**config.mk**
```make
export PLATFORM = sky130hd
export DESIGN_NAME = permutation_stats_pattern_classifier
export DESIGN_NICKNAME = d
export VERILOG_FILES = /design/src/rtl/pspc_pkg.sv /design/src/rtl/permutation_stats_pattern_classifier.sv /design/src/rtl/pspc_front.sv /design/src/rtl/pspc_engine.sv
export SDC_FILE = /design/constraint.sdc
export NUM_CORES = 1
export LEC_CHECK = 0
export ABC_AREA = 0
export ABC_CLOCK_PERIOD_IN_PS = 5250
export BUFFER_PORTS_ARGS = -buffer_cell sky130_fd_sc_hd__buf_4
export CAP_MARGIN = 20
export CORE_UTILIZATION = 55
export CTS_BUF_LIST = sky130_fd_sc_hd__clkbuf_4
export CTS_CLUSTER_SIZE = 30
export DETAILED_ROUTE_END_ITERATION = 10
export GPL_ROUTABILITY_DRIVEN = 0
export GPL_TIMING_DRIVEN = 0
export PLACE_DENSITY = 0.76
export SLEW_MARGIN = 20
export SYNTH_ARGS = -nofsm -noshare
export SYNTH_HDL_FRONTEND = slang
export SYNTH_HIERARCHICAL = 1
export SYNTH_SLANG_ARGS = --single-unit
```
**constraint.sdc**
```tcl
create_clock -name aclk -period 5.25 [get_ports aclk]
set_input_delay 0.2625 -clock aclk [delete_from_list [all_inputs] [get_ports aclk]]
set_output_delay 0.2625 -clock aclk [all_outputs]
set_load 0.02 [all_outputs]
```
**src/rtl/pspc_pkg.sv**
```systemverilog
// ----------------------------------------------------------------------------
// pspc_pkg
// Shared constants and payload types of the permutation statistics classifier.
// ----------------------------------------------------------------------------
package pspc_pkg;

    localparam int MAX_LEN = 16;
    localparam int VAL_W   = 5;
    localparam int CNT_W   = $clog2(MAX_LEN + 1);
    localparam int IDX_W   = $clog2(MAX_LEN);
    localparam int ACC_W   = $clog2(MAX_LEN * (MAX_LEN - 1) / 2 + 1);
    localparam int Q_DEPTH = 2;
    localparam int QPTR_W  = $clog2(Q_DEPTH);
    localparam int QCNT_W  = $clog2(Q_DEPTH + 1);

    typedef struct packed {
        logic [4:0] value;
        logic       last;
    } in_item_t;

    typedef struct packed {
        logic [4:0] value;
        logic       last;
        logic       keep;
    } queue_item_t;

    typedef struct packed {
        logic [4:0] length;
        logic [6:0] inversions;
        logic [6:0] major_index;
        logic [3:0] descents;
        logic [2:0] peaks;
        logic [4:0] longest_rise;
        logic       avoids_1234;
        logic       avoids_1342;
        logic       avoids_1324;
        logic       avoids_4321;
        logic       too_long;
    } result_t;

endpackage

```
**src/rtl/permutation_stats_pattern_classifier.sv**
```systemverilog
// ----------------------------------------------------------------------------
// permutation_stats_pattern_classifier
// Permutation statistics and pattern-avoidance classifier, top level.
// ----------------------------------------------------------------------------
// Entries enter a two-deep queue and are taken by the engine one at a time.
// A kept entry is taken from the queue; the engine then reads the entries
// already stored through a single port, one entry per cycle, to find the
// rise length and inversion count of the new entry. A dropped entry is taken
// from the queue and not stored. After the last entry, a permutation of n
// entries with n >= 4 is scanned over position pairs for the four patterns,
// then the result register is loaded; shorter permutations go straight to
// the result. The result register frees the engine to start the next
// permutation while the result waits for m_ready.
// ----------------------------------------------------------------------------
module permutation_stats_pattern_classifier (
    input  logic               aclk,
    input  logic               aresetn,
    input  logic               s_valid,
    output logic               s_ready,
    input  pspc_pkg::in_item_t s_data,
    output logic               m_valid,
    input  logic               m_ready,
    output pspc_pkg::result_t  m_data
);

    logic                  q_valid;
    logic                  q_ready;
    pspc_pkg::queue_item_t q_item;

    pspc_front u_front (
        .aclk    (aclk),
        .aresetn (aresetn),
        .s_valid (s_valid),
        .s_ready (s_ready),
        .s_data  (s_data),
        .q_valid (q_valid),
        .q_ready (q_ready),
        .q_item  (q_item)
    );

    pspc_engine u_engine (
        .aclk    (aclk),
        .aresetn (aresetn),
        .q_valid (q_valid),
        .q_ready (q_ready),
        .q_item  (q_item),
        .m_valid (m_valid),
        .m_ready (m_ready),
        .m_data  (m_data)
    );

endmodule

```
**src/rtl/pspc_front.sv**
```systemverilog
// ----------------------------------------------------------------------------
// pspc_front
// Input side: tags each entry as kept or dropped and queues it for the engine.
// ----------------------------------------------------------------------------
module pspc_front (
    input  logic                  aclk,
    input  logic                  aresetn,
    input  logic                  s_valid,
    output logic                  s_ready,
    input  pspc_pkg::in_item_t    s_data,
    output logic                  q_valid,
    input  logic                  q_ready,
    output pspc_pkg::queue_item_t q_item
);

    pspc_pkg::queue_item_t              mem_reg [pspc_pkg::Q_DEPTH];
    logic [pspc_pkg::QPTR_W-1:0]        wr_ptr_reg, wr_ptr_next;
    logic [pspc_pkg::QPTR_W-1:0]        rd_ptr_reg, rd_ptr_next;
    logic [pspc_pkg::QCNT_W-1:0]        fill_reg, fill_next;
    logic [pspc_pkg::CNT_W-1:0]         seen_reg, seen_next;
    logic                               push, pop;
    pspc_pkg::queue_item_t              push_item;

    assign s_ready = (fill_reg != pspc_pkg::QCNT_W'(pspc_pkg::Q_DEPTH));
    assign q_valid = (fill_reg != '0);
    assign q_item  = mem_reg[rd_ptr_reg];
    assign push    = s_valid && s_ready;
    assign pop     = q_valid && q_ready;

    always_comb begin
        push_item.value = s_data.value;
        push_item.last  = s_data.last;
        push_item.keep  = (seen_reg < pspc_pkg::CNT_W'(pspc_pkg::MAX_LEN));
        wr_ptr_next = wr_ptr_reg;
        rd_ptr_next = rd_ptr_reg;
        fill_next   = fill_reg;
        seen_next   = seen_reg;
        if (push) begin
            wr_ptr_next = (wr_ptr_reg == pspc_pkg::QPTR_W'(pspc_pkg::Q_DEPTH - 1)) ?
                          '0 : wr_ptr_reg + 1'b1;
            if (s_data.last) begin
                seen_next = '0;
            end else if (push_item.keep) begin
                seen_next = seen_reg + 1'b1;
            end
        end
        if (pop) begin
            rd_ptr_next = (rd_ptr_reg == pspc_pkg::QPTR_W'(pspc_pkg::Q_DEPTH - 1)) ?
                          '0 : rd_ptr_reg + 1'b1;
        end
        if (push && !pop) begin
            fill_next = fill_reg + 1'b1;
        end else if (!push && pop) begin
            fill_next = fill_reg - 1'b1;
        end
    end

    always_ff @(posedge aclk) begin
        if (!aresetn) begin
            wr_ptr_reg <= '0;
            rd_ptr_reg <= '0;
            fill_reg   <= '0;
            seen_reg   <= '0;
        end else begin
            wr_ptr_reg <= wr_ptr_next;
            rd_ptr_reg <= rd_ptr_next;
            fill_reg   <= fill_next;
            seen_reg   <= seen_next;
        end
    end

    always_ff @(posedge aclk) begin
        if (push) begin
            mem_reg[wr_ptr_reg] <= push_item;
        end
    end

endmodule

```
**src/rtl/pspc_engine.sv**
```systemverilog
// ----------------------------------------------------------------------------
// pspc_engine
// Back side: stores entries, walks the store per entry for rise length and
// inversions, scans position pairs for the four patterns, holds the result.
// ----------------------------------------------------------------------------
module pspc_engine (
    input  logic                  aclk,
    input  logic                  aresetn,
    input  logic                  q_valid,
    output logic                  q_ready,
    input  pspc_pkg::queue_item_t q_item,
    output logic                  m_valid,
    input  logic                  m_ready,
    output pspc_pkg::result_t     m_data
);

    typedef enum logic [5:0] {
        ST_IDLE = 6'b000001,
        ST_WALK = 6'b000010,
        ST_INIT = 6'b000100,
        ST_LOAD = 6'b001000,
        ST_SCAN = 6'b010000,
        ST_EMIT = 6'b100000
    } state_t;

    localparam int CW = pspc_pkg::CNT_W;
    localparam int IW = pspc_pkg::IDX_W;
    localparam int VW = pspc_pkg::VAL_W;
    localparam int AW = pspc_pkg::ACC_W;

    logic [VW-1:0] entry_mem [pspc_pkg::MAX_LEN];
    logic [CW-1:0] rise_mem  [pspc_pkg::MAX_LEN];

    state_t                state_reg, state_next;
    pspc_pkg::queue_item_t item_reg, item_next;
    logic [CW-1:0] j_reg, j_next, best_reg, best_next, gt_reg, gt_next;
    logic [CW-1:0] count_reg, count_next;
    logic          ovf_reg, ovf_next;
    logic [AW-1:0] inv_reg, inv_next, maj_reg, maj_next;
    logic [CW-1:0] des_reg, des_next, pk_reg, pk_next, lis_reg, lis_next;
    logic [VW-1:0] prev1_reg, prev1_next, prev2_reg, prev2_next;
    logic [IW-1:0] x1_reg, x1_next, x2_reg, x2_next;
    logic [VW-1:0] a1_reg, a1_next, pmin_reg, pmin_next, pmax_reg, pmax_next;
    logic [3:0]    hit_reg, hit_next;
    logic          m_valid_reg, m_valid_next;
    pspc_pkg::result_t m_data_reg, m_data_next;

    logic [IW-1:0] rd_idx;
    logic [VW-1:0] rd_entry, v;
    logic [CW-1:0] rd_rise, n_new;
    logic          wr_en, out_load;
    logic          tail_gt_a1, tail_gt_a2, tail_lt_a2, tail_mid;
    logic          tail_ok;

    assign v        = item_reg.value;
    assign rd_entry = entry_mem[rd_idx];
    assign rd_rise  = rise_mem[rd_idx];
    assign q_ready  = (state_reg == ST_IDLE);
    assign m_valid  = m_valid_reg;
    assign m_data   = m_data_reg;
    assign n_new    = count_reg + 1'b1;

    always_comb begin
        case (state_reg)
            ST_WALK: rd_idx = j_reg[IW-1:0];
            ST_LOAD: rd_idx = x1_reg;
            ST_SCAN: rd_idx = x2_reg;
            default: rd_idx = '0;
        endcase
    end

    always_comb begin
        tail_gt_a1 = 1'b0;
        tail_gt_a2 = 1'b0;
        tail_lt_a2 = 1'b0;
        tail_mid   = 1'b0;
        tail_ok    = 1'b0;
        for (int l = 0; l < pspc_pkg::MAX_LEN; l++) begin
            tail_ok = (CW'(l) > CW'(x2_reg)) && (CW'(l) < count_reg);
            if (tail_ok && entry_mem[l] > a1_reg) tail_gt_a1 = 1'b1;
            if (tail_ok && entry_mem[l] > rd_entry) tail_gt_a2 = 1'b1;
            if (tail_ok && entry_mem[l] < rd_entry) tail_lt_a2 = 1'b1;
            if (tail_ok && entry_mem[l] > pmin_reg && entry_mem[l] < a1_reg) tail_mid = 1'b1;
        end
    end

    always_comb begin
        state_next   = state_reg;
        item_next    = item_reg;
        j_next       = j_reg;
        best_next    = best_reg;
        gt_next      = gt_reg;
        count_next   = count_reg;
        ovf_next     = ovf_reg;
        inv_next     = inv_reg;
        maj_next     = maj_reg;
        des_next     = des_reg;
        pk_next      = pk_reg;
        lis_next     = lis_reg;
        prev1_next   = prev1_reg;
        prev2_next   = prev2_reg;
        x1_next      = x1_reg;
        x2_next      = x2_reg;
        a1_next      = a1_reg;
        pmin_next    = pmin_reg;
        pmax_next    = pmax_reg;
        hit_next     = hit_reg;
        m_valid_next = m_valid_reg && !m_ready;
        m_data_next  = m_data_reg;
        wr_en        = 1'b0;
        out_load     = 1'b0;
        case (state_reg)
            ST_IDLE: begin
                if (q_valid) begin
                    item_next = q_item;
                    j_next    = '0;
                    best_next = CW'(1);
                    gt_next   = '0;
                    if (q_item.keep) begin
                        state_next = ST_WALK;
                    end else begin
                        ovf_next = 1'b1;
                        if (q_item.last) begin
                            state_next = (count_reg < CW'(4)) ? ST_EMIT : ST_INIT;
                        end
                    end
                end
            end
            ST_WALK: begin
                if (j_reg == count_reg) begin
                    wr_en      = 1'b1;
                    count_next = n_new;
                    inv_next   = inv_reg + AW'(gt_reg);
                    if (count_reg != '0 && prev1_reg > v) begin
                        des_next = des_reg + 1'b1;
                        maj_next = maj_reg + AW'(count_reg);
                    end
                    if (count_reg >= CW'(2) && prev2_reg < prev1_reg && prev1_reg > v) begin
                        pk_next = pk_reg + 1'b1;
                    end
                    if (best_reg > lis_reg) lis_next = best_reg;
                    prev2_next = prev1_reg;
                    prev1_next = v;
                    if (item_reg.last) begin
                        state_next = (n_new < CW'(4)) ? ST_EMIT : ST_INIT;
                    end else begin
                        state_next = ST_IDLE;
                    end
                end else begin
                    if (rd_entry < v && rd_rise + 1'b1 > best_reg) best_next = rd_rise + 1'b1;
                    if (rd_entry > v) gt_next = gt_reg + 1'b1;
                    j_next = j_reg + 1'b1;
                end
            end
            ST_INIT: begin
                pmin_next  = rd_entry;
                pmax_next  = rd_entry;
                x1_next    = IW'(1);
                state_next = ST_LOAD;
            end
            ST_LOAD: begin
                a1_next    = rd_entry;
                x2_next    = x1_reg + 1'b1;
                state_next = ST_SCAN;
            end
            ST_SCAN: begin
                if (pmin_reg < a1_reg && a1_reg < rd_entry && tail_gt_a2) hit_next[3] = 1'b1;
                if (a1_reg < rd_entry && tail_mid) hit_next[2] = 1'b1;
                if (rd_entry < a1_reg && pmin_reg < rd_entry && tail_gt_a1) hit_next[1] = 1'b1;
                if (pmax_reg > a1_reg && a1_reg > rd_entry && tail_lt_a2) hit_next[0] = 1'b1;
                if (CW'(x2_reg) == count_reg - CW'(2)) begin
                    if (CW'(x1_reg) == count_reg - CW'(3)) begin
                        state_next = ST_EMIT;
                    end else begin
                        if (a1_reg < pmin_reg) pmin_next = a1_reg;
                        if (a1_reg > pmax_reg) pmax_next = a1_reg;
                        x1_next    = x1_reg + 1'b1;
                        state_next = ST_LOAD;
                    end
                end else begin
                    x2_next = x2_reg + 1'b1;
                end
            end
            ST_EMIT: begin
                if (!m_valid_reg || m_ready) begin
                    out_load                 = 1'b1;
                    m_valid_next             = 1'b1;
                    m_data_next.length       = 5'(count_reg);
                    m_data_next.inversions   = 7'(inv_reg);
                    m_data_next.major_index  = 7'(maj_reg);
                    m_data_next.descents     = 4'(des_reg);
                    m_data_next.peaks        = 3'(pk_reg);
                    m_data_next.longest_rise = 5'(lis_reg);
                    m_data_next.avoids_1234  = !hit_reg[3];
                    m_data_next.avoids_1342  = !hit_reg[2];
                    m_data_next.avoids_1324  = !hit_reg[1];
                    m_data_next.avoids_4321  = !hit_reg[0];
                    m_data_next.too_long     = ovf_reg;
                    count_next = '0;
                    ovf_next   = 1'b0;
                    inv_next   = '0;
                    maj_next   = '0;
                    des_next   = '0;
                    pk_next    = '0;
                    lis_next   = '0;
                    hit_next   = '0;
                    state_next = ST_IDLE;
                end
            end
            default: begin
                state_next = ST_IDLE;
            end
        endcase
    end

    always_ff @(posedge aclk) begin
        if (!aresetn) begin
            state_reg   <= ST_IDLE;
            count_reg   <= '0;
            ovf_reg     <= 1'b0;
            inv_reg     <= '0;
            maj_reg     <= '0;
            des_reg     <= '0;
            pk_reg      <= '0;
            lis_reg     <= '0;
            hit_reg     <= '0;
            m_valid_reg <= 1'b0;
        end else begin
            state_reg   <= state_next;
            count_reg   <= count_next;
            ovf_reg     <= ovf_next;
            inv_reg     <= inv_next;
            maj_reg     <= maj_next;
            des_reg     <= des_next;
            pk_reg      <= pk_next;
            lis_reg     <= lis_next;
            hit_reg     <= hit_next;
            m_valid_reg <= m_valid_next;
        end
    end

    always_ff @(posedge aclk) begin
        item_reg   <= item_next;
        j_reg      <= j_next;
        best_reg   <= best_next;
        gt_reg     <= gt_next;
        prev1_reg  <= prev1_next;
        prev2_reg  <= prev2_next;
        x1_reg     <= x1_next;
        x2_reg     <= x2_next;
        a1_reg     <= a1_next;
        pmin_reg   <= pmin_next;
        pmax_reg   <= pmax_next;
        m_data_reg <= m_data_next;
        if (wr_en) begin
            entry_mem[count_reg[IW-1:0]] <= v;
            rise_mem[count_reg[IW-1:0]]  <= best_reg;
        end
    end

    a_count_bound: assert property (@(posedge aclk) disable iff (!aresetn)
        count_reg <= CW'(pspc_pkg::MAX_LEN))
        else $error("entry count beyond store depth");

    a_scan_order: assert property (@(posedge aclk) disable iff (!aresetn)
        (state_reg == ST_SCAN) |-> (x1_reg < x2_reg && CW'(x2_reg) < count_reg))
        else $error("pair scan out of order");

    a_rise_vs_1234: assert property (@(posedge aclk) disable iff (!aresetn)
        out_load |-> (hit_reg[3] == (lis_reg >= CW'(4))))
        else $error("1234 flag disagrees with longest rise");

    a_drop_when_full: assert property (@(posedge aclk) disable iff (!aresetn)
        (state_reg == ST_IDLE && q_valid && !q_item.keep)
        |-> (count_reg == CW'(pspc_pkg::MAX_LEN)))
        else $error("entry dropped while store has room");

endmodule

```
==> summary.txt <==
Outcome
  – Status: finished, violations left
  – Violations in the final reports: design-rule violations

Detailed routing
  – Initial DRC Count: 2,150
  – WL per Instance: 22.5 um
  – Number of antenna-violating nets in the routed design: 0
  – Total via count in the routed design: 17,000
  – Via-to-Cell Ratio: 6.50
  – Final WL: 58,700 um
  – Residual DRC count: 2
  – Total iterations of the first detailed-routing run: 9

Critical path
  – Cells traversed along the worst timing path: clkbuf_4 -> nor4_4 -> and3b_1 -> clkbuf_4 -> a221oi_4 -> buf_6 -> clkbuf_4 -> clkbuf_4 -> buf_2 -> nand2_1 -> nand3_1 -> nand3_1 -> a31o_4 -> buf_12 -> ha_1 -> a21o_1 -> maj3_2 -> a211o_1 -> o41ai_1 -> o31a_1
  – Buf+Inv Stages, Crit Path: 7
  – Kind of start point of the critical path: flip-flop
  – Master of the slowest instance on the critical path: sky130_fd_sc_hd__o41ai_1
  – Number of cells on the critical path: 20
  – Type of the worst setup path: reg2reg
  – Worst path most repeated cell: sky130_fd_sc_hd__clkbuf_4
  – Longest individual stage delay on the worst path: 0.41 ns
  – Critical path's top delay family: compound AO/OA/AOI/OAI gates
  – Length in cells of the worst reg-to-reg path: 20
  – Critical path arrival: 5.81 ns
  – Critical-path maximum fanout: 10
  – Worst path required time: 5.88 ns
  – CP endpoint kind: flip-flop

Worst hold path
  – Hold Path Class: in2reg
  – Hold Path Stages: 2

Place
  – Detailed Place HPWL: 41,600 um
  – # port buffers: 47
  – Cell total after placement: 2,443
  – Pre-CTS worst setup slack: -1.37 ns

Clock network
  – Clock latency of the later-clocked register in the worst-skew pair: 0.75 ns
  – CTS root buffer: sky130_fd_sc_hd__clkbuf_4
  – Clock slew at reported path FFs: 0.06 ns
  – CTS Buffer Depth: 3
  – Num CTS Buffers: 80
  – Total clock sinks: 317
  – CTS tree: yes
  – H-tree lvl count: 3

Synthesis
  – Syn_area_per_cell: 10.3 sq um
  – Async set-reset flop share out of synthesis: 0
  – Count of warnings emitted by yosys: 6
  – Number of enable flip-flop cells after synthesis: 264
  – Yosys cell types: 83
  – Synth top area share: 0.397
  – Post-Syn Nets: 2,222
  – Post-synthesis instance total: 1,929
  – Main area contributors after synthesis: sky130_fd_sc_hd__edfxtp_1 40%, sky130_fd_sc_hd__ha_1 18%, sky130_fd_sc_hd__dfxtp_1 5.3%
  – Cell taking the most area after synthesis: sky130_fd_sc_hd__edfxtp_1
  – Most common cell in the synthesized netlist: sky130_fd_sc_hd__ha_1
  – Proportion of synthesized chip area in sequential cells: 0.450
  – Summed instance area of the synthesized netlist: 20,000 sq um
  – Post-synth top flop: sky130_fd_sc_hd__edfxtp_1
  – Synthesized flop and latch total: 317
  – Commonest cells in the netlist: 281 x sky130_fd_sc_hd__ha_1, 264 x sky130_fd_sc_hd__edfxtp_1, 240 x sky130_fd_sc_hd__nand2_1

GRT
  – Via count of the first global-routing pass: 16,200
  – Total Routing Usage GR: 0.316
  – Total global routing overflow: 0
  – Antenna violations before repair: 2
  – Global-route wire length before repair: 88,100 um
  – Maximum number of pins on one net before global-route repair: 37

STA
  – Accumulated negative setup slack: 0 ns
  – Transition at the pin with the smallest max-transition slack: 1.10 ns
  – Period utilization: 0.985
  – Worst Clk Skew: 0.0538 ns
  – Max frequency: 193 MHz
  – Worst slew margin relative to its limit: 0.268
  – Max-slew violations: 0
  – Number of failing hold endpoints at the final stage: 0
  – Final worst-path setup slack: 0.0764 ns
  – Final critical path time including I/O delays and setup: 5.17 ns
  – Total of endpoints with negative setup slack in the final report: 0

Floorplan
  – Area of the die: 37,100 sq um
  – Row count: 69
  – Core Box Area: 35,700 sq um
  – Number of top-level pins: 48
  – Die Y: 192 um
  – Initial core utilization: 0.560
  – Die extent in x: 192 um

Final layout
  – Footprint of the multi-input gates: 10,600 sq um
  – Layout cells sized above 1: 0.138
  – Layout Cells excl Fill: 2,609
  – Footprint of the flip-flops and latches: 8990 sq um
  – Number of filler cells placed in the layout: 2,796
  – Area overhead of the layout relative to synthesis: 12.7%
  – Count of nets after finishing: 2,386
  – Finished Core Util: 0.631

Power and ir drop
  – Total power per unit cell area: 293 nW/um^2
  – Leakage power total: 9.07 nW
  – VDD IR-drop max: 0.263 mV

Flow run
  – Max-cap violations: 0
## layout by cell type, fill, tap and decap left out, types with 51 or more instances in the layout
| cell type | instances |
|---|---|
| sky130_fd_sc_hd__clkbuf_4 | 118 |
| sky130_fd_sc_hd__nor2_1 | 93 |
| sky130_fd_sc_hd__o21ai_0 | 97 |
| sky130_fd_sc_hd__buf_4 | 74 |
| sky130_fd_sc_hd__dfxtp_1 | 51 |
| sky130_fd_sc_hd__nand3_1 | 102 |
| sky130_fd_sc_hd__nand2b_1 | 55 |
| sky130_fd_sc_hd__ha_1 | 281 |
| sky130_fd_sc_hd__inv_1 | 87 |
| sky130_fd_sc_hd__edfxtp_1 | 264 |
| sky130_fd_sc_hd__a21oi_1 | 79 |
| sky130_fd_sc_hd__nand2_1 | 239 |
## logic make-up after synthesis
logic type | share of synthesized area
AO/OA/AOI/OAI | 0.134
XOR/XNOR | 0.0206
adder cells (fa/ha/maj) | 0.180
buffers and inverters | 0.0306
flip-flops | 0.450
multiplexers | 0.00733
AND/OR/NAND/NOR | 0.178
## final cells by class
cell class	instances	share of cell area
Clock buffer	112	0.0374
Sequential cell	317	0.400
Multi-Input combinational cell	1457	0.471
Buffer	63	0.0139
Inverter	89	0.0149
Clock inverter	22	0.00512
Antenna cell	3	0.000334
Tap cell	461	0.0256
Timing Repair Buffer	85	0.0318
## routing by layer
| layer | vias up | global-route usage | share of wire |
|---|---|---|---|
| met4 | 0 | 0.161 | 0.050 |
| met2 | 1017 | 0.501 | 0.45 |
| met1 | 8096 | 0.406 | 0.39 |
| met3 | 233 | 0.0676 | 0.11 |
| met5 | - | 0 | 0 |
| li1 | 7606 | - | - |
## path summary, 6_finish.rpt
kind / end / startpoint / slack, ns
worst max-delay path: u_engine/hit_reg[3]$_SDFFE_PN0P_ / u_engine/state_reg[5]$_SDFFE_PN0P_ / 0.08
worst min-delay path: u_front/mem_reg[0][3]$_DFFE_PP_ / s_data[2] / 0.27
worst max register to register: u_engine/hit_reg[3]$_SDFFE_PN0P_ / u_engine/state_reg[5]$_SDFFE_PN0P_ / 0.08
worst min register to register: u_engine/m_data[0]$_DFFE_PP_ / u_engine/ovf_reg$_SDFFE_PN0P_ / 0.44
## repair_timing
action | CTS | global route
gates resized for setup | 24 | 38
setup buffers | 11 | 11
gates cloned | 0 | 1
hold endpoints to repair | 27 | 0
endpoints found under the setup margin | 14 | 14
pin swaps | 2 | 6
hold buffers | 10 | 0
## report_power, final
| part | switching (mW) | leakage (nW) | total [mW] | internal, mW |
|---|---|---|---|---|
| clock | 0.964 | 0.564 | 1.95 | 0.989 |
| combinational | 0.819 | 5.68 | 1.35 | 0.531 |
| sequential | 0.261 | 2.82 | 3.29 | 3.03 |
## metrics by stage
stage | hold WS [ns] | instance area, sq um | power [mW]
after floorplan | 0.339 | 20000 | 4.10
after global routing | 0.223 | 22500 | 6.93
after detailed placement | 0.421 | 21000 | 4.54
after global placement | 0.418 | 20900 | 4.45
final | 0.273 | 22500 | 6.59
after CTS | 0.213 | 22200 | 6.53
(Power assumes the default switching activity.)
